### src/design/arpbw_pkg.sv
// Package for the ARP binding watch table: word types, event codes,
// controller/datapath command and status structs, default sizes.
// No dependencies; compile first.
package arpbw_pkg;

	localparam int TABLE_ROWS_DEF = 64;
	localparam int MAC_BYTES_DEF  = 8;
	localparam int ZONE_MAPS_DEF  = 4;

	localparam int LEN_W  = 4;   // clamped MAC length, 0..8
	localparam int SLOT_W = 6;   // reported slot width

	localparam logic [2:0] MIN_WATCHED_KIND = 3'd3;

	typedef enum logic [2:0] {
		EV_SKIPPED = 3'd0,
		EV_NO_ZONE = 3'd1,
		EV_KNOWN   = 3'd2,
		EV_NEW     = 3'd3,
		EV_CHANGED = 3'd4,
		EV_FULL    = 3'd5
	} event_t;

	typedef struct packed {
		logic [2:0]  entry_kind;
		logic [31:0] iface_index;
		logic [31:0] ip_address;
		logic [63:0] hw_address;
		logic [7:0]  hw_length;
		logic [31:0] now_seconds;
		logic        last_row;
	} in_item_t;

	typedef struct packed {
		logic [2:0]        event_res;
		logic [SLOT_W-1:0] slot;
		logic [SLOT_W-1:0] retired_slot;
		logic              table_changed;
		logic              last_result;
	} out_item_t;

	// controller -> datapath
	typedef struct packed {
		logic load;
		logic classify;
		logic search_step;
		logic commit;
		logic retire;
		logic emit;
	} dp_cmd_t;

	// datapath -> controller
	typedef struct packed {
		logic skip;
		logic hit;
		logic search_end;
		logic retire_needed;
		logic out_free;
	} dp_stat_t;

	// config address width: 8-byte registers, at least two slots decoded
	function automatic int cfg_addr_w(input int maps);
		return $clog2(maps > 1 ? maps : 2) + 3;
	endfunction

endpackage

### src/design/arpbw_cfg.sv
// APB-style register file for the interface-to-zone map entries.
// Depends on arpbw_pkg.
module arpbw_cfg import arpbw_pkg::*; #(
	parameter int ZONE_MAPS = ZONE_MAPS_DEF,
	localparam int CFG_AW = cfg_addr_w(ZONE_MAPS)
) (
	input  logic              clk,
	input  logic              arst_n,
	input  logic              psel,
	input  logic              penable,
	input  logic              pwrite,
	input  logic [CFG_AW-1:0] paddr,
	input  logic [63:0]       pwdata,
	output logic [63:0]       prdata,
	output logic              pready,
	output logic [63:0]       zone_map [ZONE_MAPS]
);
	localparam int IW = CFG_AW - 3;

	logic [IW-1:0] idx;
	logic          in_range;
	logic          wr;
	logic [63:0]   zone_q [ZONE_MAPS];

	assign idx      = paddr[CFG_AW-1:3];
	assign in_range = ({1'b0, idx} < (IW+1)'(ZONE_MAPS));
	assign wr       = psel && penable && pwrite && in_range;
	assign pready   = 1'b1;
	assign prdata   = in_range ? zone_q[idx] : '0;
	assign zone_map = zone_q;

	always_ff @(posedge clk or negedge arst_n) begin
		if (!arst_n) begin
			for (int i = 0; i < ZONE_MAPS; i++) begin
				zone_q[i] <= '0;
			end
		end else if (wr) begin
			zone_q[idx] <= pwdata;
		end
	end
endmodule

### config.mk
export PLATFORM = sky130hd
export DESIGN_NAME = arpbw_cfg
export DESIGN_NICKNAME = d
export VERILOG_FILES = /design/src/design/arpbw_pkg.sv /design/src/design/arpbw_cfg.sv
export SDC_FILE = /design/constraint.sdc
export NUM_CORES = 1
export LEC_CHECK = 0
export ABC_AREA = 1
export ABC_CLOCK_PERIOD_IN_PS = 1440
export BUFFER_PORTS_ARGS = -buffer_cell sky130_fd_sc_hd__buf_2
export CAP_MARGIN = 20
export CORE_MARGIN = 5
export CORE_UTILIZATION = 45
export CTS_CLUSTER_SIZE = 24
export DETAILED_ROUTE_END_ITERATION = 10
export HOLD_SLACK_MARGIN = 0.05
export PLACE_DENSITY = 0.76
export SETUP_SLACK_MARGIN = 0.5
export SYNTH_ARGS = -nofsm -noshare
export SYNTH_HDL_FRONTEND = slang
export SYNTH_SLANG_ARGS = --single-unit
### constraint.sdc
create_clock -name clk -period 1.44 [get_ports clk]
set_clock_uncertainty 0.15 [all_clocks]
set_input_delay 0.288 -clock clk [delete_from_list [all_inputs] [get_ports clk]]
set_output_delay 0.288 -clock clk [all_outputs]
set_load 0.03 [all_outputs]
==> metrics.txt, run 1 <==
violated checks negative hold slack, negative setup slack; met2 Usage GRT 0.649; CTS buffer count 27; Cells after Synth 1,580; Worst path most repeated cell nand2_1; die height 171 um; Placeable Area 25,800 um2; EDFF count, synth 0; Port Buffers 390; CP arrival 1.46 ns; I/O pin count 395; RSZ-0062 raised after global routing yes; GR Overflow Total 0; Net Count, Synth 1,654; first-pass GRT wire length 87,800 um; CTS tree built; CTS root buffer clkbuf_16; final period utilization 1.32; Achievable Freq 0.526 GHz; busiest layer in global routing met2; largest net degree at the start of global routing 49; FFs w/ async S/R, synth 1.00; vias per cell 5.99; P per Cell Area about 1500 nW/um2; Crit Path Max Fanout 2; deepest clock path buffer count 3; row count 59; WHS -0.485 ns; Placer Congestion 0.871; Setup-failing EPs final 320; final-stage net count 2,426; total power 34.8 mW; outcome finished with violations; Lkg Pwr 12.4 nW; initial antenna violation count 4; fin crit period between 1.5 and 2 ns; Min-Delay Path Class in -> async; Reg2Reg Depth 5; Starting DRT DRC Count 1,895; CP required 1.00 ns; setup ws final -0.462 ns; Peak VDD IR 1.18 mV; CP peak stage delay 0.41 ns; Tot GR Track Use 0.386; fin. max-slew vios 0; met1 Resource Use GR 0.439; antenna-violating nets left 0; flop and latch count out of synthesis 256; vias in the first global route 15,889; met3 Use GR 0.101; final routed DRC violation total 0; critical path class reg -> out; DIE WIDTH 171 um; number of hold buffers added after cts 64; die outline area 29,300 um2; sequential-to-total area share from yosys stat 0.547; initial core utilization 0.453; Synth Warn # 0; cell area after synthesis 11,700 um2; fin util 0.874; Place WS -0.332 ns; clk sinks approximately 260; DRT Pass-1 Iters 7; via count between 15,000 and 20,000; Largest register FFs 256; layout cell share with drive strength beyond 1 0.436; ys flop type dfrtp_1; critical path, cell by cell nand2_1, nand2_1, nand2_2, nand3_4, buf_6; half-perimeter wire length after placement 30,200 um; maxcap violations 0; Yosys cell types 14; Final Hold Vio Count 256; CP max stage cell dfrtp_1; Startpoint Class flop; Routed WL 69,900 um; Crit. End Element output pin; Layout area overhead 92.9%; latest clock arrival within the worst-skew pair 0.53 ns; WL/cell 25.8 um; syn avg cell area 7.41 um2; Worst-path clk slew 0.07 ns; htree depth 1
[metrics by stage]
step,instances,area (um2),TNS (ns)
2_1_floorplan,1580,12900,-2.14
3_3_place_gp,2304,15700,-50.23
3_5_place_dp,2304,15700,-58.17
4_1_cts,2556,20800,-60.77
5_1_grt,2709,22600,-80.76
6_report,2711,22600,-74.74
[layout by cell type, fill, tap and decap left out]
cell type,count
clkbuf_8,8
buf_12,36
clkinvlp_4,4
dlygate4sd3_1,64
nand2_2,118
clkinv_2,5
buf_16,8
nor2_2,1
nand3_2,1
inv_2,2
nand2_1,1027
diode_2,4
bufinv_16,4
inv_1,1
dfrtp_1,244
inv_8,2
inv_4,1
buf_8,17
nor2_4,5
clkbuf_16,29
nand3_4,63
nand2_4,19
buf_2,67
buf_6,472
dfrtp_2,12
clkbuf_1,1
buf_4,160
conb_1,1
[synthesized netlist by cell type, types with 3 or more instances]
cell type     n  area [um2]
dfrtp_1     256        6410
buf_2        54         270
buf_6        12         135
buf_4        10        75.1
nand2_2       4        25.0
nand3_1      63         315
nor2_4        5        56.3
inv_2         3        11.3
inv_1         3        11.3
clkbuf_1      7        26.3
nand2_1    1160        4350
[final cells by class]
class,count,area [um2]
multi-input combinational,1235,5990
sequential,256,6420
timing repair buffer,826,8740
clock inverter,13,175
tap,335,419
antenna,4,10.0
inverter,6,40.0
fill,1082,3260
clock buffer,36,790
[critical path: cells and delay by family, from the launching register on]
family	cells	cell delay (ns)
simple gates	4	0.38
flops	1	0.41
buf+inv	1	0.14
[path summary, 6_finish.rpt]
path                                           start                         to  slack (ns)
min                                           arst_n  zone_map[110]$_DFFE_PN0P_       -0.48
max reg2reg                zone_map[180]$_DFFE_PN0P_  zone_map[180]$_DFFE_PN0P_        0.03
max in group asynchronous                     arst_n    zone_map[3]$_DFFE_PN0P_        0.95
max                        zone_map[211]$_DFFE_PN0P_                 prdata[19]       -0.46
min reg2reg                 zone_map[69]$_DFFE_PN0P_   zone_map[69]$_DFFE_PN0P_        0.37
min in group clk                            paddr[4]   zone_map[77]$_DFFE_PN0P_        0.25
[what timing repair did]
| item | 4_1_cts | 5_1_grt |
|---|---|---|
| endpoints found under the setup margin | 547 | 576 |
| gates cloned | 7 | 3 |
| buffers inserted | 132 | 148 |
| gates resized for setup | 754 | 175 |
| pin swaps | 148 | 46 |
| endpoints found under the hold margin | 512 | 256 |
[routing by layer]
metal | part of all wire | up-vias
met3 | 0.14 | 615
met4 | 0.097 | 4
li1 | - | 6334
met1 | 0.31 | 7520
met2 | 0.46 | 1769
met5 | 0.00036 | -
[where the power goes]
part | total [mW] | internal [mW] | switching [mW]
clock network | 7.74 | 4.56 | 3.17
logic | 16.7 | 7.64 | 9.09
registers | 10.3 | 8.68 | 1.65
total | 34.8 | 20.9 | 13.9
[cell families (layout without fill, tap and decap cells)]
logic type / after synthesis / in the layout / share of synthesized area
simple gates: 1234 / 1234 / 0.407
other cells: 1 / 5 / 0.000320
flops: 256 / 256 / 0.547
buf+inv: 89 / 881 / 0.0452
Note: power is estimated with default switching activity, not from simulation.
==> inputs of run 2 (changes only) <==
--- a/config.mk
+++ b/config.mk
@@ -8,5 +8,5 @@
 export ABC_AREA = 1
 export ABC_CLOCK_PERIOD_IN_PS = 1440
-export BUFFER_PORTS_ARGS = -buffer_cell sky130_fd_sc_hd__buf_2
+export BUFFER_PORTS_ARGS = -buffer_cell sky130_fd_sc_hd__buf_4
 export CAP_MARGIN = 20
 export CORE_MARGIN = 5
==> constraint.sdc (replaced) <==
create_clock -name clk -period 1.44 [get_ports clk]
set_clock_uncertainty 0.15 [all_clocks]
set_input_delay 0.144 -clock clk [delete_from_list [all_inputs] [get_ports clk]]
set_output_delay 0.144 -clock clk [all_outputs]
set_load 0.02 [all_outputs]
==> run 2 against run 1 <==
Against the previous run:
- the flow still finishes with violations (negative hold slack, negative setup slack)
- routed wire length down 13%
- combinational power is 16% lower
- count of clock-buffer cells in the layout fell by 1
- largest cell class unchanged
==> metrics.txt, run 2 (synthesis results as in run 1) <==
outcome finished with violations; violated checks negative hold slack, negative setup slack; Placeable Area 25,800 um2 (unchanged); WHS -0.642 ns (-0.157 ns); Largest register FFs 256 (unchanged); row count 59 (unchanged); Final TNS setup -28.48 ns (+46.27 ns); vias in the first global route 14,723 (-7.3%); Crit. End Element output pin; latest clock arrival within the worst-skew pair 0.54 ns (about the same); Starting DRT DRC Count 1,775 (-6.3%); die outline area 29,300 um2 (unchanged); htree depth 1 (unchanged); P per Cell Area 1490 nW/um2 (-3.2%); FF-to-FF End zone_map[162]$_DFFE_PN0P_; initial antenna violation count 1 (-3); Crit Path Max Fanout 2 (unchanged); clk sinks 256 (unchanged); Layout area overhead 83.6%; Reg2Reg Launch Point zone_map[162]$_DFFE_PN0P_; Placer Congestion 0.837 (-3.9%); CTS root buffer clkbuf_16; DIE WIDTH 171 um (unchanged); Tot GR Track Use 0.350 (-0.0358); CP max stage cell dfrtp_1; CP arrival 1.50 ns (+0.04 ns); Reg2Reg Depth 6 (+1); Lkg Pwr 11.9 nW (-3.7%); Routed WL 60,800 um (-13%); Achievable Freq 0.558 GHz (+6.2%); most frequent cells in the layout nand2_1 (1,089), buf_6 (477), dfrtp_1 (244); final-stage net count 2,372 (-2.2%); DRT Pass-1 Iters 6 (-1); Layout fillers 1,265 (+17%); first-pass GRT wire length 80,700 um (-8.2%); RSZ-0062 raised after global routing yes; Startpoint Class flop; Worst-path clk slew 0.07 ns (about the same); critical path, cell by cell nand2_1, nand2_1, nand2_1, nand3_2, buf_6; WL/cell 22.9 um (-11%); die height 171 um (unchanged); largest net degree at the start of global routing 44 (-10%); fin crit period 1.79 ns (-0.111 ns); Worst path most repeated cell nand2_1; flop-to-flop setup slack 0.16 ns (+0.13 ns); CTS buffer count 28 (+3.7%); antenna-violating nets left 0 (unchanged); critical path class reg -> out; I/O pin count 395 (unchanged); Finished Layout Cells 2,655 (-2.1%); final period utilization 1.24 (-0.0769); layout cell share with drive strength beyond 1 0.395 (-0.0405); Port Buffers 390 (unchanged); Final Hold Vio Count 249 (-2.7%); commonest non-fill, non-tap cell in the layout nand2_1; CP peak stage delay 0.41 ns (about the same); fin area 21,500 um2 (-4.8%); Area after DPL 15,800 um2 (+1.1%); via count 15,023 (-7.5%); Setup-failing EPs final 216 (-33%); Peak VDD IR 1.22 mV (+3.4%); deepest clock path buffer count 3 (unchanged); vias per cell 5.66 (-5.6%); Min-Delay Path Class in -> async; Place WS -0.0933 ns (+0.239 ns); initial core utilization 0.453 (unchanged); maxcap violations 0 (unchanged); final routed DRC violation total 0 (unchanged); half-perimeter wire length after placement 29,900 um (-1.1%); fin. max-slew vios 0 (unchanged); GR Overflow Total 0 (unchanged); Placed Instances 2,272 (-1.4%); CP required 1.15 ns (+0.15 ns); setup ws final -0.352 ns (+0.111 ns); CTS tree built
-- run 2: per-stage QoR --
stage,hold slack [ns],util,total power [mW]
3_5_place_dp,-0.0826,0.612,18.9
4_1_cts,-0.652,0.779,29.7
6_report,-0.642,0.832,32.1
2_1_floorplan,-0.302,-,14.4
5_1_grt,-0.634,0.832,33.1
3_3_place_gp,-0.0868,0.612,18.7
-- run 2: routing by layer --
layer / track usage / vias to the layer above / wire [um]
met3: 0.0952 / 390 / 7160
li1: - / 6213 / -
met2: 0.578 / 1295 / 28600
met4: 0.203 / 2 / 4860
met5: 0 / - / 9
met1: 0.413 / 7123 / 20200
-- run 2: report_power, final --
group          internal (mW)  leakage (nW)  switching, mW  total, mW
registers               8.68          3.24           1.56       10.2
logic                   7.15          8.22           6.99       14.1
clock network           4.54         0.483           3.13       7.67
total                   20.4          11.9           11.7       32.1
-- run 2: worst max path at each step --
stage                     slack, ns                       from    endpoint
after global routing          -0.37  zone_map[230]$_DFFE_PN0P_  prdata[38]
after detailed placement      -0.09                   paddr[3]  prdata[14]
after CTS                     -0.26  zone_map[119]$_DFFE_PN0P_  prdata[55]
after global placement        -0.08                   paddr[3]  prdata[14]
final                         -0.35  zone_map[230]$_DFFE_PN0P_  prdata[38]
after floorplan                0.28                   paddr[3]  prdata[10]
-- run 2: what timing repair did --
action | 4_1_cts | 5_1_grt
pin swaps | 90 | 40
hold buffers | 65 | 1
endpoints found under the hold margin | 512 | 257
endpoints found under the setup margin | 323 | 427
gates resized for setup | 396 | 155
cloned | 0 | 3
buffers inserted | 165 | 98
-- run 2: cell type report --
class	count	area, um2	area share
Multi-Input combinational cell	1235	5460	0.254
Antenna cell	1	2.50	0.000116
Inverter	6	40.0	0.00186
Timing Repair Buffer	771	8180	0.381
Clock inverter	16	190	0.00885
Sequential cell	256	6420	0.299
Tap cell	335	419	0.0195
Clock buffer	35	778	0.0362
-- run 2: worst max-delay path: cells and delay by family (launching register included) --
| kind | cells | cell delay [ns] |
|---|---|---|
| buffers and inverters | 1 | 0.14 |
| flip-flops | 1 | 0.41 |
| AND/OR/NAND/NOR | 4 | 0.39 |
==> inputs of run 3 (changes only) <==
Settings changed: CORE_ASPECT_RATIO set to 1.2, CORE_UTILIZATION 45 to 39, HOLD_SLACK_MARGIN 0.05 to 0.02, PLACE_DENSITY 0.76 to 0.67.
==> run 3 against run 2 <==
Against the previous run:
- the run still ends with negative hold slack, negative setup slack left
- global-route usage down 6.7 points
- non-clock buffer count grew 13
- critical path depth unchanged
- maximum frequency increased by 1.3%
- sequential share of layout area down 0.42 points
- register-to-register slack gained 0.03 ns
- cell count is 2.5% higher
- worst setup slack improved by 0.024 ns
- hold slack better by 0.61 ns
- sequential cell count stayed put
- via count fell by 7.5%
- count of clock-buffer cells in the layout is 1 lower
==> metrics.txt, run 3 (synthesis results as in run 1) <==
outcome finished with violations; violated checks negative hold slack, negative setup slack; die outline area 33,600 um2 (+15%); first-pass GRT wire length 75,600 um (-6.2%); htree depth 1 (unchanged); Achievable Freq 0.566 GHz (+1.3%); final period utilization 1.23 (-0.0165); CTS buffer count 27 (-3.6%); Placer Congestion 0.873 (+4.3%); initial core utilization 0.395 (-0.0578); WL/cell 19.5 um (-15%); Crit path max-delay family flip-flops; Finished Layout Cells 2,721 (+2.5%); CP arrival 1.47 ns (-0.03 ns); Placeable Area 29,600 um2 (+15%); via count 13,899 (-7.5%); DRT Pass-1 Iters 5 (-1); layout cell share with drive strength beyond 1 0.396 (+0.000708); most frequent cells in the layout nand2_1 (1,091), buf_6 (494), dfrtp_1 (245); RSZ-0062 raised after global routing yes; CP peak stage delay 0.41 ns (about the same); critical path, cell by cell nand2_1, nand2_1, nand2_1, nand3_2, buf_6; Crit Path Max Fanout 2 (unchanged); vias per cell 5.11 (-9.7%); CTS root buffer clkbuf_16; maxcap violations 0 (unchanged); Setup-failing EPs final 194 (-10%); I/O pin count 395 (unchanged); Reg2Reg Depth 6 (unchanged); fin. max-slew vios 0 (unchanged); Largest register FFs 256 (unchanged); CTS tree built; Place WS -0.0456 ns (+0.0477 ns); Starting DRT DRC Count 1,090 (-39%); final routed DRC violation total 0 (unchanged); Tot GR Track Use 0.283 (-0.0670); vias in the first global route 13,635 (-7.4%); clk sinks 256 (unchanged); Buf+Inv Stages, Crit Path 1 (unchanged); DIE WIDTH 168 um (-1.8%); Worst-path clk slew 0.07 ns (about the same); initial antenna violation count 0 (-1); Crit. End Element output pin; Crit. path cell count 5 (unchanged); Startpoint Class flop; WHS -0.0351 ns (+0.607 ns); Placed Instances 2,340 (+3.0%); P per Cell Area 1450 nW/um2 (-2.8%); deepest clock path buffer count 3 (unchanged); number of hold buffers added after cts 65 (unchanged); CP required 1.15 ns (about the same); Routed WL 53,200 um (-13%); fin crit period 1.77 ns (-0.0238 ns); largest net degree at the start of global routing 52 (+18%); Min-Delay Path Class in -> async; antenna-violating nets left 0 (unchanged); GR Overflow Total 0 (unchanged); fin area 21,800 um2 (+1.4%); Worst path most repeated cell nand2_1; Layout area overhead 86.2%; Final TNS setup -21.99 ns (+6.49 ns); critical path class reg -> out; CP max stage cell dfrtp_1; Area after DPL 16,100 um2 (+1.8%); half-perimeter wire length after placement 30,300 um (+1.5%); Final Hold Vio Count 10 (-96%); Peak VDD IR 1.30 mV (+6.5%); commonest non-fill, non-tap cell in the layout nand2_1; Lkg Pwr 12.1 nW (+0.99%); latest clock arrival within the worst-skew pair 0.53 ns (about the same); final-stage net count 2,384 (+0.51%); die height 200 um (+17%); row count 69 (+17%); setup ws final -0.328 ns (+0.0238 ns); Port Buffers 390 (unchanged)
[run 3: area by class of cell]
type	instances	area, um2
Clock buffer	34	722
Sequential cell	256	6420
Tap cell	390	488
Timing Repair Buffer	784	8450
Inverter	6	32.5
Fill cell	1939	7820
Antenna cell	1	2.50
Multi-Input combinational cell	1235	5450
Clock inverter	15	234
[run 3: power breakdown]
group / total (mW) / leakage [nW] / internal [mW] / switching (mW)
Clock: 7.63 / 0.466 / 4.63 / 3.00
Combinational: 13.9 / 8.35 / 7.26 / 6.61
Sequential: 10.1 / 3.24 / 8.68 / 1.43
Total: 31.6 / 12.1 / 20.6 / 11.0
[run 3: final timing paths]
check	start	to	slack, ns
max	zone_map[103]$_DFFE_PN0P_	prdata[39]	-0.33
min	arst_n	zone_map[15]$_DFFE_PN0P_	-0.04
max reg2reg	zone_map[166]$_DFFE_PN0P_	zone_map[166]$_DFFE_PN0P_	0.19
min reg2reg	zone_map[124]$_DFFE_PN0P_	zone_map[124]$_DFFE_PN0P_	0.36
max in group asynchronous	arst_n	zone_map[224]$_DFFE_PN0P_	0.61
min in group clk	paddr[4]	zone_map[80]$_DFFE_PN0P_	0.07
[run 3: routing by layer]
layer / part of all wire / vias to the layer above / track usage
li1: - / 6233 / -
met1: 0.36 / 6683 / 0.345
met2: 0.51 / 806 / 0.499
met3: 0.084 / 177 / 0.0530
met4: 0.045 / 0 / 0.113
met5: 0 / - / 0
[run 3: what timing repair did]
item                       4_1_cts  5_1_grt
setup endpoints to repair      320      434
pin swaps                      146       63
gates resized for setup        400      162
hold endpoints to repair       512       34
setup buffers                  167       97
gates cloned                     0        2
[run 3: per-stage QoR]
| stage | util | total power, mW |
|---|---|---|
| CTS | 0.691 | 29.8 |
| floorplan | - | 14.4 |
| global route | 0.736 | 32.8 |
| detailed placement | 0.544 | 18.9 |
| global placement | 0.544 | 18.8 |
| finish | 0.736 | 31.6 |
