`src/design/arpbw_pkg.sv`:
```
// Package for the ARP binding watch table: word types, event codes,
// controller/datapath command and status structs, default sizes.
// No dependencies; compile first.
package arpbw_pkg;

	localparam int TABLE_ROWS_DEF = 64;
	localparam int MAC_BYTES_DEF  = 8;
	localparam int ZONE_MAPS_DEF  = 4;

	localparam int LEN_W  = 4;   // clamped MAC length, 0..8
	localparam int SLOT_W = 6;   // reported slot width

	localparam logic [2:0] MIN_WATCHED_KIND = 3'd3;

	typedef enum logic [2:0] {
		EV_SKIPPED = 3'd0,
		EV_NO_ZONE = 3'd1,
		EV_KNOWN   = 3'd2,
		EV_NEW     = 3'd3,
		EV_CHANGED = 3'd4,
		EV_FULL    = 3'd5
	} event_t;

	typedef struct packed {
		logic [2:0]  entry_kind;
		logic [31:0] iface_index;
		logic [31:0] ip_address;
		logic [63:0] hw_address;
		logic [7:0]  hw_length;
		logic [31:0] now_seconds;
		logic        last_row;
	} in_item_t;

	typedef struct packed {
		logic [2:0]        event_res;
		logic [SLOT_W-1:0] slot;
		logic [SLOT_W-1:0] retired_slot;
		logic              table_changed;
		logic              last_result;
	} out_item_t;

	// controller -> datapath
	typedef struct packed {
		logic load;
		logic classify;
		logic search_step;
		logic commit;
		logic retire;
		logic emit;
	} dp_cmd_t;

	// datapath -> controller
	typedef struct packed {
		logic skip;
		logic hit;
		logic search_end;
		logic retire_needed;
		logic out_free;
	} dp_stat_t;

	// config address width: 8-byte registers, at least two slots decoded
	function automatic int cfg_addr_w(input int maps);
		return $clog2(maps > 1 ? maps : 2) + 3;
	endfunction

endpackage

```
`src/design/arpbw_ctrl.sv`:
```
// Controller FSM: sequences accept, classify, table search, commit,
// retire and result hand-off. Depends on arpbw_pkg.
module arpbw_ctrl import arpbw_pkg::*; (
	input  logic     clk,
	input  logic     arst_n,
	input  logic     in_valid,
	output logic     in_ready,
	input  dp_stat_t stat,
	output dp_cmd_t  cmd
);
	typedef enum logic [5:0] {
		ST_IDLE     = 6'b000001,
		ST_CLASSIFY = 6'b000010,
		ST_SEARCH   = 6'b000100,
		ST_COMMIT   = 6'b001000,
		ST_RETIRE   = 6'b010000,
		ST_EMIT     = 6'b100000
	} state_t;

	state_t state_q, state_d;

	always_comb begin
		state_d  = state_q;
		cmd      = '0;
		in_ready = 1'b0;
		unique case (state_q)
			ST_IDLE: begin
				in_ready = 1'b1;
				if (in_valid) begin
					cmd.load = 1'b1;
					state_d  = ST_CLASSIFY;
				end
			end
			ST_CLASSIFY: begin
				cmd.classify = 1'b1;
				state_d      = stat.skip ? ST_EMIT : ST_SEARCH;
			end
			ST_SEARCH: begin
				cmd.search_step = 1'b1;
				if (stat.hit || stat.search_end) begin
					state_d = ST_COMMIT;
				end
			end
			ST_COMMIT: begin
				cmd.commit = 1'b1;
				state_d    = stat.retire_needed ? ST_RETIRE : ST_EMIT;
			end
			ST_RETIRE: begin
				cmd.retire = 1'b1;
				state_d    = ST_EMIT;
			end
			ST_EMIT: begin
				if (stat.out_free) begin
					cmd.emit = 1'b1;
					state_d  = ST_IDLE;
				end
			end
			default: begin
				state_d = ST_IDLE;
			end
		endcase
	end

	always_ff @(posedge clk or negedge arst_n) begin
		if (!arst_n) begin
			state_q <= ST_IDLE;
		end else begin
			state_q <= state_d;
		end
	end

	a_one_cmd: assert property (@(posedge clk) disable iff (!arst_n)
		$onehot0(cmd))
		else $error("more than one datapath command at once");

	a_retire_after_commit: assert property (@(posedge clk) disable iff (!arst_n)
		cmd.retire |-> $past(cmd.commit))
		else $error("retire without a preceding commit");

	a_load_idle: assert property (@(posedge clk) disable iff (!arst_n)
		cmd.load |-> (state_q == ST_IDLE) && in_valid)
		else $error("word loaded outside idle");
endmodule

```
`config.mk`:
```
export PLATFORM = sky130hd
export DESIGN_NAME = arpbw_ctrl
export DESIGN_NICKNAME = d
export VERILOG_FILES = /design/src/design/arpbw_pkg.sv /design/src/design/arpbw_ctrl.sv
export SDC_FILE = /design/constraint.sdc
export NUM_CORES = 1
export LEC_CHECK = 0
export BUFFER_PORTS_ARGS = -buffer_cell sky130_fd_sc_hd__buf_2
export CAP_MARGIN = 5
export CORE_AREA = 2 2 39 41
export DETAILED_ROUTE_END_ITERATION = 8
export DIE_AREA = 0 0 41 43
export PLACE_DENSITY = 0.51
export SETUP_SLACK_MARGIN = 0.1
export SYNTH_ARGS = -nofsm -noshare
export SYNTH_HDL_FRONTEND = slang
export SYNTH_SLANG_ARGS = --single-unit
```
`constraint.sdc`:
```
create_clock -name clk -period 1.6 [get_ports clk]
set_input_delay 0.16 -clock clk [delete_from_list [all_inputs] [get_ports clk]]
set_output_delay 0.16 -clock clk [all_outputs]
set_load 0.05 [all_outputs]
```
==> results.rst, run 1 <==
.. list-table::
   :header-rows: 1

   * - Metric
     - Value
   * - Final setup skew
     - about 0.00053 ns
   * - Die area
     - 0.00176 mm2
   * - Slack of the worst reg-to-reg path
     - ~0.040 ns
   * - FF-to-FF Start
     - state_q[0]
   * - Most common library cell in the layout ignoring fill and taps
     - sky130_fd_sc_hd__buf_4
   * - Average cell area after synthesis
     - between 10 and 15 um2
   * - Peak clock frequency supported by timing
     - 0.603 GHz
   * - Final cycle utilization of the critical path
     - 104%
   * - Number of design rule violations left after detail routing
     - 0
   * - Total clock sinks
     - 6
   * - Standard-cell rows
     - 14
   * - Layout Nets
     - 81
   * - Part of the Yosys area used for sequential elements
     - 36.9%
   * - Top library cells by usage in the layout, fill and taps aside
     - sky130_fd_sc_hd__buf_4, sky130_fd_sc_hd__buf_2, sky130_fd_sc_hd__buf_6
   * - Insertion delay of the later-clocked pin in the worst-skew pair
     - roughly 0.25 ns
   * - Fraction of final layout cells sized beyond drive strength 1
     - 66.7%
   * - Last weighted congestion value of the routability-driven placer
     - 0.681
   * - Final-report max-slew violation count
     - 0
   * - Max reg flops
     - 6
   * - Final standard cell area without fillers
     - 751 um2
   * - Violated checks
     - setup timing
   * - Number of buffers between clock root and the deepest sink
     - 2
   * - Worst-case vdd ir drop
     - 1.12 mV
   * - Number of buffers inserted during clock tree synthesis
     - 3
   * - Number of iterations in the first detailed-routing pass
     - 1
   * - Boundary pin count
     - 15
   * - Clock-pin slew on the worst setup and hold paths
     - ~0.050 ns
   * - Yosys Warn Count
     - 0
   * - First-pass GRT wire length
     - about 1700 um
   * - Post-synthesis register bit count
     - 6
   * - Residual antenna-violating net count after detailed routing
     - 0
   * - Placement-stage worst setup slack
     - 0.0457 ns
   * - Clk pwr share
     - 13.7%
   * - Timing startpoint of the critical path
     - state_q[0]
   * - Slew at the pin closest to its max-slew limit
     - 0.284 ns
   * - Signed area change from the synthesized netlist to the final layout
     - 82.9%
   * - Reg with most FFs
     - state_q
   * - Crit-path max FO
     - 3
   * - Comb power frac
     - 64.3%
   * - Maximum number of pins on one net before global-route repair
     - 8
   * - Overflow left after global routing
     - 0
   * - Pwr/cell area
     - around 1500 mW/mm2
   * - Max_slew headroom
     - 80.9%
   * - Count of maximum capacitance violations
     - 0
   * - Port Buffers
     - 14
   * - Area after DPL
     - 578 um2
   * - Sort of element at the start of the critical path
     - register
   * - Combined global-route utilization of all metal layers
     - 14.9%
   * - Worst hold slack
     - 0.102 ns
   * - Capturing instance or port of the critical path
     - cmd[5]
   * - Initial antenna violation count
     - 0
   * - Sequential cell fraction of total power
     - 22.0%
   * - Net switching component of the power
     - about 450 uW
   * - Min-delay src
     - stat[4]
   * - Clock tree from TritonCTS
     - yes
   * - Number of DRC markers in iteration 0
     - 0
   * - Setup WS post-layout
     - -0.0576 ns
   * - Worst Path Arrival
     - 1.50 ns
   * - Worst min-delay path class
     - in2reg
   * - Largest registers
     - state_q: 6 flops
   * - Hold violation total from the final report
     - 0
   * - Die X-Extent
     - between 40 and 50 um
   * - Detailed Route WL
     - 977 um
   * - Type of destination of the critical path
     - primary output
   * - Clock root buffer master
     - sky130_fd_sc_hd__clkbuf_4
   * - Number of global-route vias before repair
     - 440
   * - Initial Utilization
     - between 20% and 30%
   * - Detail Placement HPWL
     - 740 um
   * - Capture point of the worst reg-to-reg path
     - state_q[0]
   * - Setup repair after global routing missed its margin
     - yes
   * - Cells after synthesis
     - 41
   * - Cell count of the worst hold path
     - 2
   * - Mean number of vias per cell
     - ~4.6
   * - Post-DR wirelength/cell
     - around 11 um
   * - Die Height
     - 43 um
   * - Count of final setup violators
     - 3
   * - Run status
     - finished with violations
   * - Kind of critical path
     - reg2out
   * - Min Clock Period, post-route
     - around 1.7 ns
   * - Cell internal power dissipation
     - about 660 uW
   * - Diode insertion count for antenna repair
     - 0
   * - Leakage Power
     - 0.335 nW
   * - Unique masters post-synth
     - 25
   * - Core Box Area
     - 0.00138 mm2
   * - Syn Nets
     - 49
   * - Depth of the worst register-to-register path
     - 6
   * - Number of vias after detailed routing
     - 409
   * - Data required time of the critical path
     - 1.44 ns
   * - CTS H-Tree Depth
     - 1
   * - Cell area after technology mapping
     - between 400 and 500 um2
   * - Sw frac
     - 40.5%
==> synth_stat cells, drive strengths merged <==
cell type / instances / area [um2]
a2111o: 1 / 11.3
a21oi: 1 / 5.00
a221oi: 1 / 15.0
a31o: 1 / 8.76
and2: 3 / 18.8
dfrtp: 5 / 125
dfstp: 1 / 26.3
inv: 4 / 15.0
nand2: 1 / 3.75
nand2b: 2 / 12.5
nand3: 1 / 5.00
nor2: 4 / 17.5
nor2b: 4 / 25.0
nor3: 1 / 5.00
nor4: 3 / 40.0
nor4b: 2 / 38.8
o21a: 1 / 7.51
o21ai: 3 / 15.0
or2: 2 / 15.0
==> area by class of cell <==
cell class,count,area [um2]
fillers,128,633
multi-input cells,31,314
repair buffers,27,221
flip-flops and latches,6,154
clock buffers,4,26.3
well taps,16,20.0
inverters,4,15.0
==> worst min path at each step <==
stage	to	slack (ns)
final	state_q[2]	0.10
after global routing	state_q[2]	0.10
after CTS	state_q[2]	0.1
after global placement	state_q[1]	-0.01
after detailed placement	state_q[1]	-0.01
after floorplan	state_q[1]	-0.14
==> cells by family after synthesis <==
family	Yosys count	synth area share, %
flip-flops	6	36.9
buffers and inverters	4	3.66
AO/OA/AOI/OAI	8	15.2
AND/OR/NAND/NOR	23	44.2
==> worst max-delay path, stage by stage, from the launching register on <==
cell and delay [ns]:
sky130_fd_sc_hd__dfstp_2 0.55, sky130_fd_sc_hd__nor2b_4 0.14, sky130_fd_sc_hd__nor4b_4 0.24, sky130_fd_sc_hd__and2_4 0.19, sky130_fd_sc_hd__buf_8 0.13
==> per-layer routing <==
layer  global-route usage (%)  share of wire [%]
met2                     23.4                 54
met4                     10.0                2.6
met5                        0                  0
met3                     1.57                2.9
met1                     17.9                 41
==> repair_timing <==
action / 4_1_cts / 5_1_grt
pin swaps: 4 / 3
hold endpoints to repair: 6 / 0
hold buffers: 1 / 0
resized for setup: 20 / 4
gates cloned: 0 / 0
setup endpoints to repair: 7 / 9
buffers inserted: 4 / 2
==> metrics by stage <==
step / total power [mW] / TNS (ns) / utilization (%) / cells
2_1_floorplan: 0.631 / -1.22 / - / 41
3_3_place_gp: 0.738 / 0 / 41.8 / 77
3_5_place_dp: 0.739 / 0 / 41.8 / 77
4_1_cts: 1.08 / -0.110 / 52.0 / 86
5_1_grt: 1.18 / -0.549 / 54.2 / 88
6_report: 1.11 / -0.123 / 54.2 / 88
==> power groups by stage <==
stage | registers [mW] | logic (mW) | clock network, mW
after CTS | 0.244 | 0.681 | 0.157
after detailed placement | 0.241 | 0.498 | 0
after global routing | 0.250 | 0.760 | 0.173
final | 0.245 | 0.716 | 0.152
after global placement | 0.239 | 0.498 | 0
after floorplan | 0.235 | 0.396 | 0
Note: power is estimated with default switching activity, not from simulation.
==> inputs of run 2 (changes only) <==
--- a/config.mk
+++ b/config.mk
@@ -10,7 +10,7 @@
 export CORE_AREA = 2 2 39 41
 export DETAILED_ROUTE_END_ITERATION = 8
 export DIE_AREA = 0 0 41 43
-export PLACE_DENSITY = 0.51
+export PLACE_DENSITY = 0.66
 export SETUP_SLACK_MARGIN = 0.1
 export SYNTH_ARGS = -nofsm -noshare
 export SYNTH_HDL_FRONTEND = slang
==> constraint.sdc (replaced) <==
create_clock -name clk -period 1.4 [get_ports clk]
set_input_delay 0.14 -clock clk [delete_from_list [all_inputs] [get_ports clk]]
set_output_delay 0.14 -clock clk [all_outputs]
set_load 0.05 [all_outputs]
==> run 2 against run 1 <==
  * Sequential share of layout area decreased by 1.9 points
  * Die area is the same
  * Sequential cell count did not move
  * Via count up 3.7%
  * Count of clock-buffer cells in the layout unchanged
  * Core utilization increased by 5.6 points
  * Clock skew up 0.0020 ns
  * Total power grew 20%
  * Critical endpoint is now cmd[1]
  * The run still ends with setup timing left
  * Largest power group unchanged
==> results.rst, run 2 (synthesized netlist as in run 1, its figures left out) <==
.. list-table::
   :header-rows: 1

   * - Metric
     - Value
   * - Stage delay of the slowest cell on the critical path
     - 0.37 ns
   * - Worst Path Arrival
     - 1.48 ns
   * - Boundary pin count
     - 15
   * - Detail Placement HPWL
     - 835 um
   * - Final setup skew
     - ~0.0026 ns
   * - Total power after layout
     - 1.33 mW
   * - Run status
     - finished with violations
   * - Maximum number of pins on one net before global-route repair
     - 7
   * - Final-report max-slew violation count
     - 0
   * - Die area
     - 0.00176 mm2
   * - Number of vias after detailed routing
     - 424
   * - Clock-pin slew on the worst setup and hold paths
     - 0.05 ns
   * - Violated checks
     - setup timing
   * - Number of buffers inserted during clock tree synthesis
     - 3
   * - Type of destination of the critical path
     - primary output
   * - Combined global-route utilization of all metal layers
     - 17.1%
   * - Clock root buffer master
     - sky130_fd_sc_hd__clkbuf_4
   * - Pwr/cell area
     - 1610 mW/mm2
   * - Signed area change from the synthesized netlist to the final layout
     - 102%
   * - Standard-cell rows
     - 14
   * - Leakage Power
     - 0.362 nW
   * - First-pass GRT wire length
     - 1960 um
   * - Post-Layout Cell Count
     - between 90 and 100
   * - Most frequent CP cell
     - sky130_fd_sc_hd__buf_6
   * - Data required time of the critical path
     - 1.26 ns
   * - Peak clock frequency supported by timing
     - 0.618 GHz
   * - Net switching component of the power
     - 545 uW
   * - Number of iterations in the first detailed-routing pass
     - 2
   * - Hold violation total from the final report
     - 0
   * - Insertion delay of the later-clocked pin in the worst-skew pair
     - 0.25 ns
   * - Cell internal power dissipation
     - 788 uW
   * - Count of maximum capacitance violations
     - 0
   * - Residual antenna-violating net count after detailed routing
     - 0
   * - CTS H-Tree Depth
     - 1
   * - Setup repair after global routing missed its margin
     - yes
   * - Crit-path max FO
     - 4
   * - Number of design rule violations left after detail routing
     - 0
   * - Mean number of vias per cell
     - about 4.7
   * - Setup WS post-layout
     - -0.217 ns
   * - Clk pwr share
     - 13.4%
   * - Worst min-delay path class
     - in2reg
   * - Fraction of final layout cells sized beyond drive strength 1
     - 74.7%
   * - Port Buffers
     - 14
   * - Sequential cell fraction of total power
     - a little over a fifth
   * - Number of DRC markers in iteration 0
     - 7
   * - Initial antenna violation count
     - 0
   * - Bufs and invs on worst path
     - 2
   * - Die Height
     - 43 um
   * - Post-placement cell count
     - 82
   * - Post-DR wirelength/cell
     - 12.6 um
   * - Fin Setup TNS
     - -1.42 ns
   * - Clock tree from TritonCTS
     - yes
   * - Overflow left after global routing
     - 0
   * - Die X-Extent
     - 41 um
   * - Critical path's top delay family
     - simple AND/OR/NAND/NOR gates
   * - Most common library cell in the layout ignoring fill and taps
     - sky130_fd_sc_hd__buf_4
   * - Final cycle utilization of the critical path
     - 116%
   * - Core Box Area
     - approximately 0.0014 mm2
   * - List of cells traversed by the critical path
     - buf_6 > or2_4 > nor4_4 > buf_6
   * - Layout Nets
     - 84
   * - Slowest-stage cell, CP
     - sky130_fd_sc_hd__dfstp_2
   * - Worst-case vdd ir drop
     - 1.08 mV
   * - Last weighted congestion value of the routability-driven placer
     - 0.735
   * - Diode insertion count for antenna repair
     - 0
   * - Max_slew headroom
     - 77.6%
   * - Detailed Route WL
     - 1150 um
   * - Sort of element at the start of the critical path
     - register
   * - Largest registers
     - state_q: 6 flops
   * - Slew at the pin closest to its max-slew limit
     - 0.335 ns
   * - Number of global-route vias before repair
     - 464
   * - Number of filler cells placed in the layout
     - 123
   * - Reg with most FFs
     - state_q
   * - Sw frac
     - 40.9%
   * - Total clock sinks
     - 6
   * - Count of final setup violators
     - 9
   * - Top library cells by usage in the layout, fill and taps aside
     - sky130_fd_sc_hd__buf_4, sky130_fd_sc_hd__buf_6, sky130_fd_sc_hd__buf_2
   * - Kind of critical path
     - reg2out
   * - Comb power frac
     - 65.7%
   * - Max reg flops
     - 6
   * - Initial Utilization
     - 29.7%
   * - Min Clock Period, post-route
     - 1.62 ns
   * - Number of buffers between clock root and the deepest sink
     - 2
   * - Fraction of the core area covered by cells at the end of the flow
     - between 50% and 60%
-- run 2: metrics by stage --
step                      cell area, um2  hold WS, ns  setup WS (ns)
after floorplan                      458       -0.156         -0.498
after global placement               631      -0.0329        -0.0970
after detailed placement             631      -0.0270         -0.124
after CTS                            813       0.0747         -0.234
after global routing                 828       0.0794         -0.295
final                                828       0.0787         -0.217
-- run 2: what timing repair did --
| item | 4_1_cts | 5_1_grt |
|---|---|---|
| hold buffers | 1 | 0 |
| setup buffers | 6 | 1 |
| setup endpoints to repair | 11 | 13 |
| hold endpoints to repair | 6 | 0 |
| pin swaps | 9 | 7 |
| gates resized for setup | 31 | 3 |
| gates cloned | 0 | 0 |
-- run 2: layout make-up --
type	instances	area [um2]	share of cell area, %
Sequential cell	6	154	18.6
Timing Repair Buffer	30	263	31.7
Multi-Input combinational cell	31	350	42.3
Tap cell	16	20.0	2.42
Clock buffer	4	26.3	3.17
Inverter	4	15.0	1.81
-- run 2: worst paths after layout --
path                            start          to  slack [ns]  cells after the start
max in group asynchronous      arst_n  state_q[0]        0.94                      2
hold / removal                stat[4]  state_q[2]        0.08                      2
min in group asynchronous      arst_n  state_q[4]        0.23                      2
setup reg to reg           state_q[0]  state_q[0]       -0.11                      6
setup / recovery           state_q[0]      cmd[1]       -0.22                      4
hold reg to reg            state_q[1]  state_q[0]        0.82                      4
-- run 2: power by group through the flow --
| stage | clock network, mW | logic [mW] | registers (mW) |
|---|---|---|---|
| detailed placement | 0 | 0.624 | 0.268 |
| floorplan | 0 | 0.463 | 0.271 |
| finish | 0.179 | 0.876 | 0.278 |
| global placement | 0 | 0.618 | 0.266 |
| CTS | 0.185 | 0.873 | 0.277 |
| global route | 0.199 | 0.934 | 0.286 |
-- run 2: per-layer routing --
layer / wire length, um / vias up / GRT usage (%)
met5: 0 / - / 0
met4: 6 / 0 / 12.0
met3: 14 / 2 / 1.57
met2: 611 / 7 / 25.6
met1: 512 / 201 / 21.8
li1: - / 214 / -
-- run 2: worst register-to-register path, stage by stage (launching register included) --
cell and delay, ns:
sky130_fd_sc_hd__dfstp_2 0.54, sky130_fd_sc_hd__nor2b_4 0.14, sky130_fd_sc_hd__nor4b_4 0.22, sky130_fd_sc_hd__buf_4 0.18, sky130_fd_sc_hd__buf_6 0.09, sky130_fd_sc_hd__a21oi_2 0.05, sky130_fd_sc_hd__a221oi_2 0.21
==> inputs of run 3 (changes only) <==
--- a/config.mk
+++ b/config.mk
@@ -10,7 +10,6 @@
 export CORE_AREA = 2 2 39 41
 export DETAILED_ROUTE_END_ITERATION = 8
 export DIE_AREA = 0 0 41 43
-export PLACE_DENSITY = 0.66
 export SETUP_SLACK_MARGIN = 0.1
 export SYNTH_ARGS = -nofsm -noshare
 export SYNTH_HDL_FRONTEND = slang
==> run 3 against run 2 <==
  * The run still ends with setup timing left
  * Sequential power shrank 4%
  * Total power grew 2.5%
  * Critical path depth is the same
  * Combinational power grew 5.4%
  * Setup slack lost 0.012 ns
  * Via count grew 8.5%
  * Clock skew grew 0.0019 ns
  * Wire length grew 5.9%
  * Die area is the same
  * Fmax shrank 0.74%
==> results.rst, run 3 (synthesized netlist as in run 1, its figures left out) <==
.. list-table::
   :header-rows: 1

   * - Metric
     - Value
   * - Signed area change from the synthesized netlist to the final layout
     - 114%
   * - Sort of element at the start of the critical path
     - register
   * - Maximum number of pins on one net before global-route repair
     - 7
   * - Peak clock frequency supported by timing
     - 0.614 GHz
   * - Crit-path max FO
     - 2
   * - Initial Utilization
     - between 20 and 30%
   * - Data required time of the critical path
     - 1.26 ns
   * - Kind of critical path
     - reg2out
   * - Post-placement cell count
     - 83
   * - Placement-stage worst setup slack
     - -0.125 ns
   * - Initial antenna violation count
     - 0
   * - Core Box Area
     - between 0.001 and 0.0015 mm2
   * - Port Buffers
     - 14
   * - Largest registers
     - state_q: 6 flops
   * - Boundary pin count
     - 15
   * - Mean number of vias per cell
     - 4.69
   * - Post-Layout Cell Count
     - 98
   * - Number of iterations in the first detailed-routing pass
     - 1
   * - Setup repair after global routing missed its margin
     - yes
   * - Clock root buffer master
     - sky130_fd_sc_hd__clkbuf_4
   * - Slack of the worst reg-to-reg path
     - -0.13 ns
   * - Number of DRC markers in iteration 0
     - 0
   * - Top library cells by usage in the layout, fill and taps aside
     - sky130_fd_sc_hd__buf_4, sky130_fd_sc_hd__buf_6, sky130_fd_sc_hd__buf_2
   * - Reg with most FFs
     - state_q
   * - Clock tree from TritonCTS
     - yes
   * - Worst min-delay path class
     - in2reg
   * - Total clock sinks
     - 6
   * - Number of global-route vias before repair
     - 464
   * - Worst Path Arrival
     - roughly 1.5 ns
   * - Post-DR wirelength/cell
     - 12.4 um
   * - Final standard cell area without fillers
     - 877 um2
   * - Min Clock Period, post-route
     - between 1.5 and 2 ns
   * - Leakage Power
     - 0.398 nW
   * - Final cycle utilization of the critical path
     - 116%
   * - Number of buffers inserted during clock tree synthesis
     - 3
   * - Insertion delay of the later-clocked pin in the worst-skew pair
     - between 0.2 and 0.3 ns
   * - Type of destination of the critical path
     - primary output
   * - Violated checks
     - setup timing
   * - Setup WS post-layout
     - -0.229 ns
   * - Combined global-route utilization of all metal layers
     - 16.4%
   * - Count of final setup violators
     - 9
   * - Number of buffers between clock root and the deepest sink
     - 2
   * - Run status
     - finished with violations
   * - CTS H-Tree Depth
     - 1
   * - Residual antenna-violating net count after detailed routing
     - 0
   * - Pwr/cell area
     - 1560 mW/mm2
   * - Layout Nets
     - 91
   * - Worst-case vdd ir drop
     - 1.12 mV
   * - Area after DPL
     - 638 um2
   * - Max_slew headroom
     - between 80% and 90%
   * - Die X-Extent
     - approximately 40 um
   * - Count of maximum capacitance violations
     - 0
   * - Standard-cell rows
     - 14
   * - Final-report max-slew violation count
     - 0
   * - Clock-pin slew on the worst setup and hold paths
     - roughly 0.050 ns
   * - Diode insertion count for antenna repair
     - 0
   * - Fraction of final layout cells sized beyond drive strength 1
     - 75.6%
   * - Most common library cell in the layout ignoring fill and taps
     - sky130_fd_sc_hd__buf_4
   * - Final setup skew
     - 0.00441 ns
   * - Die Height
     - 43 um
   * - First-pass GRT wire length
     - between 1500 and 2000 um
   * - Number of design rule violations left after detail routing
     - 0
   * - Detail Placement HPWL
     - a little over 800 um
   * - Max reg flops
     - 6
   * - Die area
     - 0.00176 mm2
   * - Number of vias after detailed routing
     - 460
   * - Last weighted congestion value of the routability-driven placer
     - 0.697
   * - Slew at the pin closest to its max-slew limit
     - 0.266 ns
   * - Fin Setup TNS
     - -1.52 ns
   * - Hold violation total from the final report
     - 0
   * - Detailed Route WL
     - about 1200 um
   * - Overflow left after global routing
     - 0
## run 3: final cells by class
cell class	count	area (um2)
timing repair buffer	37	315
tap	16	20.0
inverter	4	15.0
sequential	6	154
multi-input combinational	31	347
clock buffer	4	26.3
fill	106	507
## run 3: path summary, 6_finish.rpt
path | startpoint | to | cells past startpoint
worst max-delay path | state_q[2] | cmd[1] | 4
worst min register to register | state_q[5] | state_q[0] | 3
max in group asynchronous | arst_n | state_q[0] | 2
worst min-delay path | stat[4] | state_q[2] | 2
worst max register to register | state_q[0] | state_q[0] | 6
min in group asynchronous | arst_n | state_q[2] | 2
## run 3: metrics by stage
step	util, %	total power [mW]	hold WS (ns)
floorplan	-	0.733	-0.156
global placement	46.1	0.899	-0.0317
detailed placement	46.1	0.908	-0.0302
CTS	58.8	1.29	0.0750
global route	63.4	1.45	0.0788
finish	63.4	1.37	0.0775
## run 3: critical path, cell delays in order (launching register included)
cell	delay (ns)
sky130_fd_sc_hd__dfrtp_1	0.39
sky130_fd_sc_hd__or2_4	0.25
sky130_fd_sc_hd__buf_6	0.13
sky130_fd_sc_hd__nor4_4	0.26
sky130_fd_sc_hd__buf_6	0.20
## run 3: repair_timing
item,in CTS,in global routing
resized for setup,27,6
endpoints found under the hold margin,6,0
buffers inserted,5,6
hold buffers,1,0
setup endpoints to repair,10,13
pin swaps,12,6
## run 3: power by group
group	internal [mW]	total, mW	switching [mW]
Clock	0.108	0.175	0.0665
Sequential	0.224	0.268	0.0447
Combinational	0.481	0.923	0.442
Total	0.813	1.37	0.554
## run 3: routing by layer
layer	global-route usage, %	share of wire [%]	up-vias	routed length, um
met5	0	0	-	0
met4	12.0	2.8	0	34
met3	1.57	1.5	4	18
met2	25.6	57	8	689
met1	19.5	39	221	470
li1	-	-	227	-
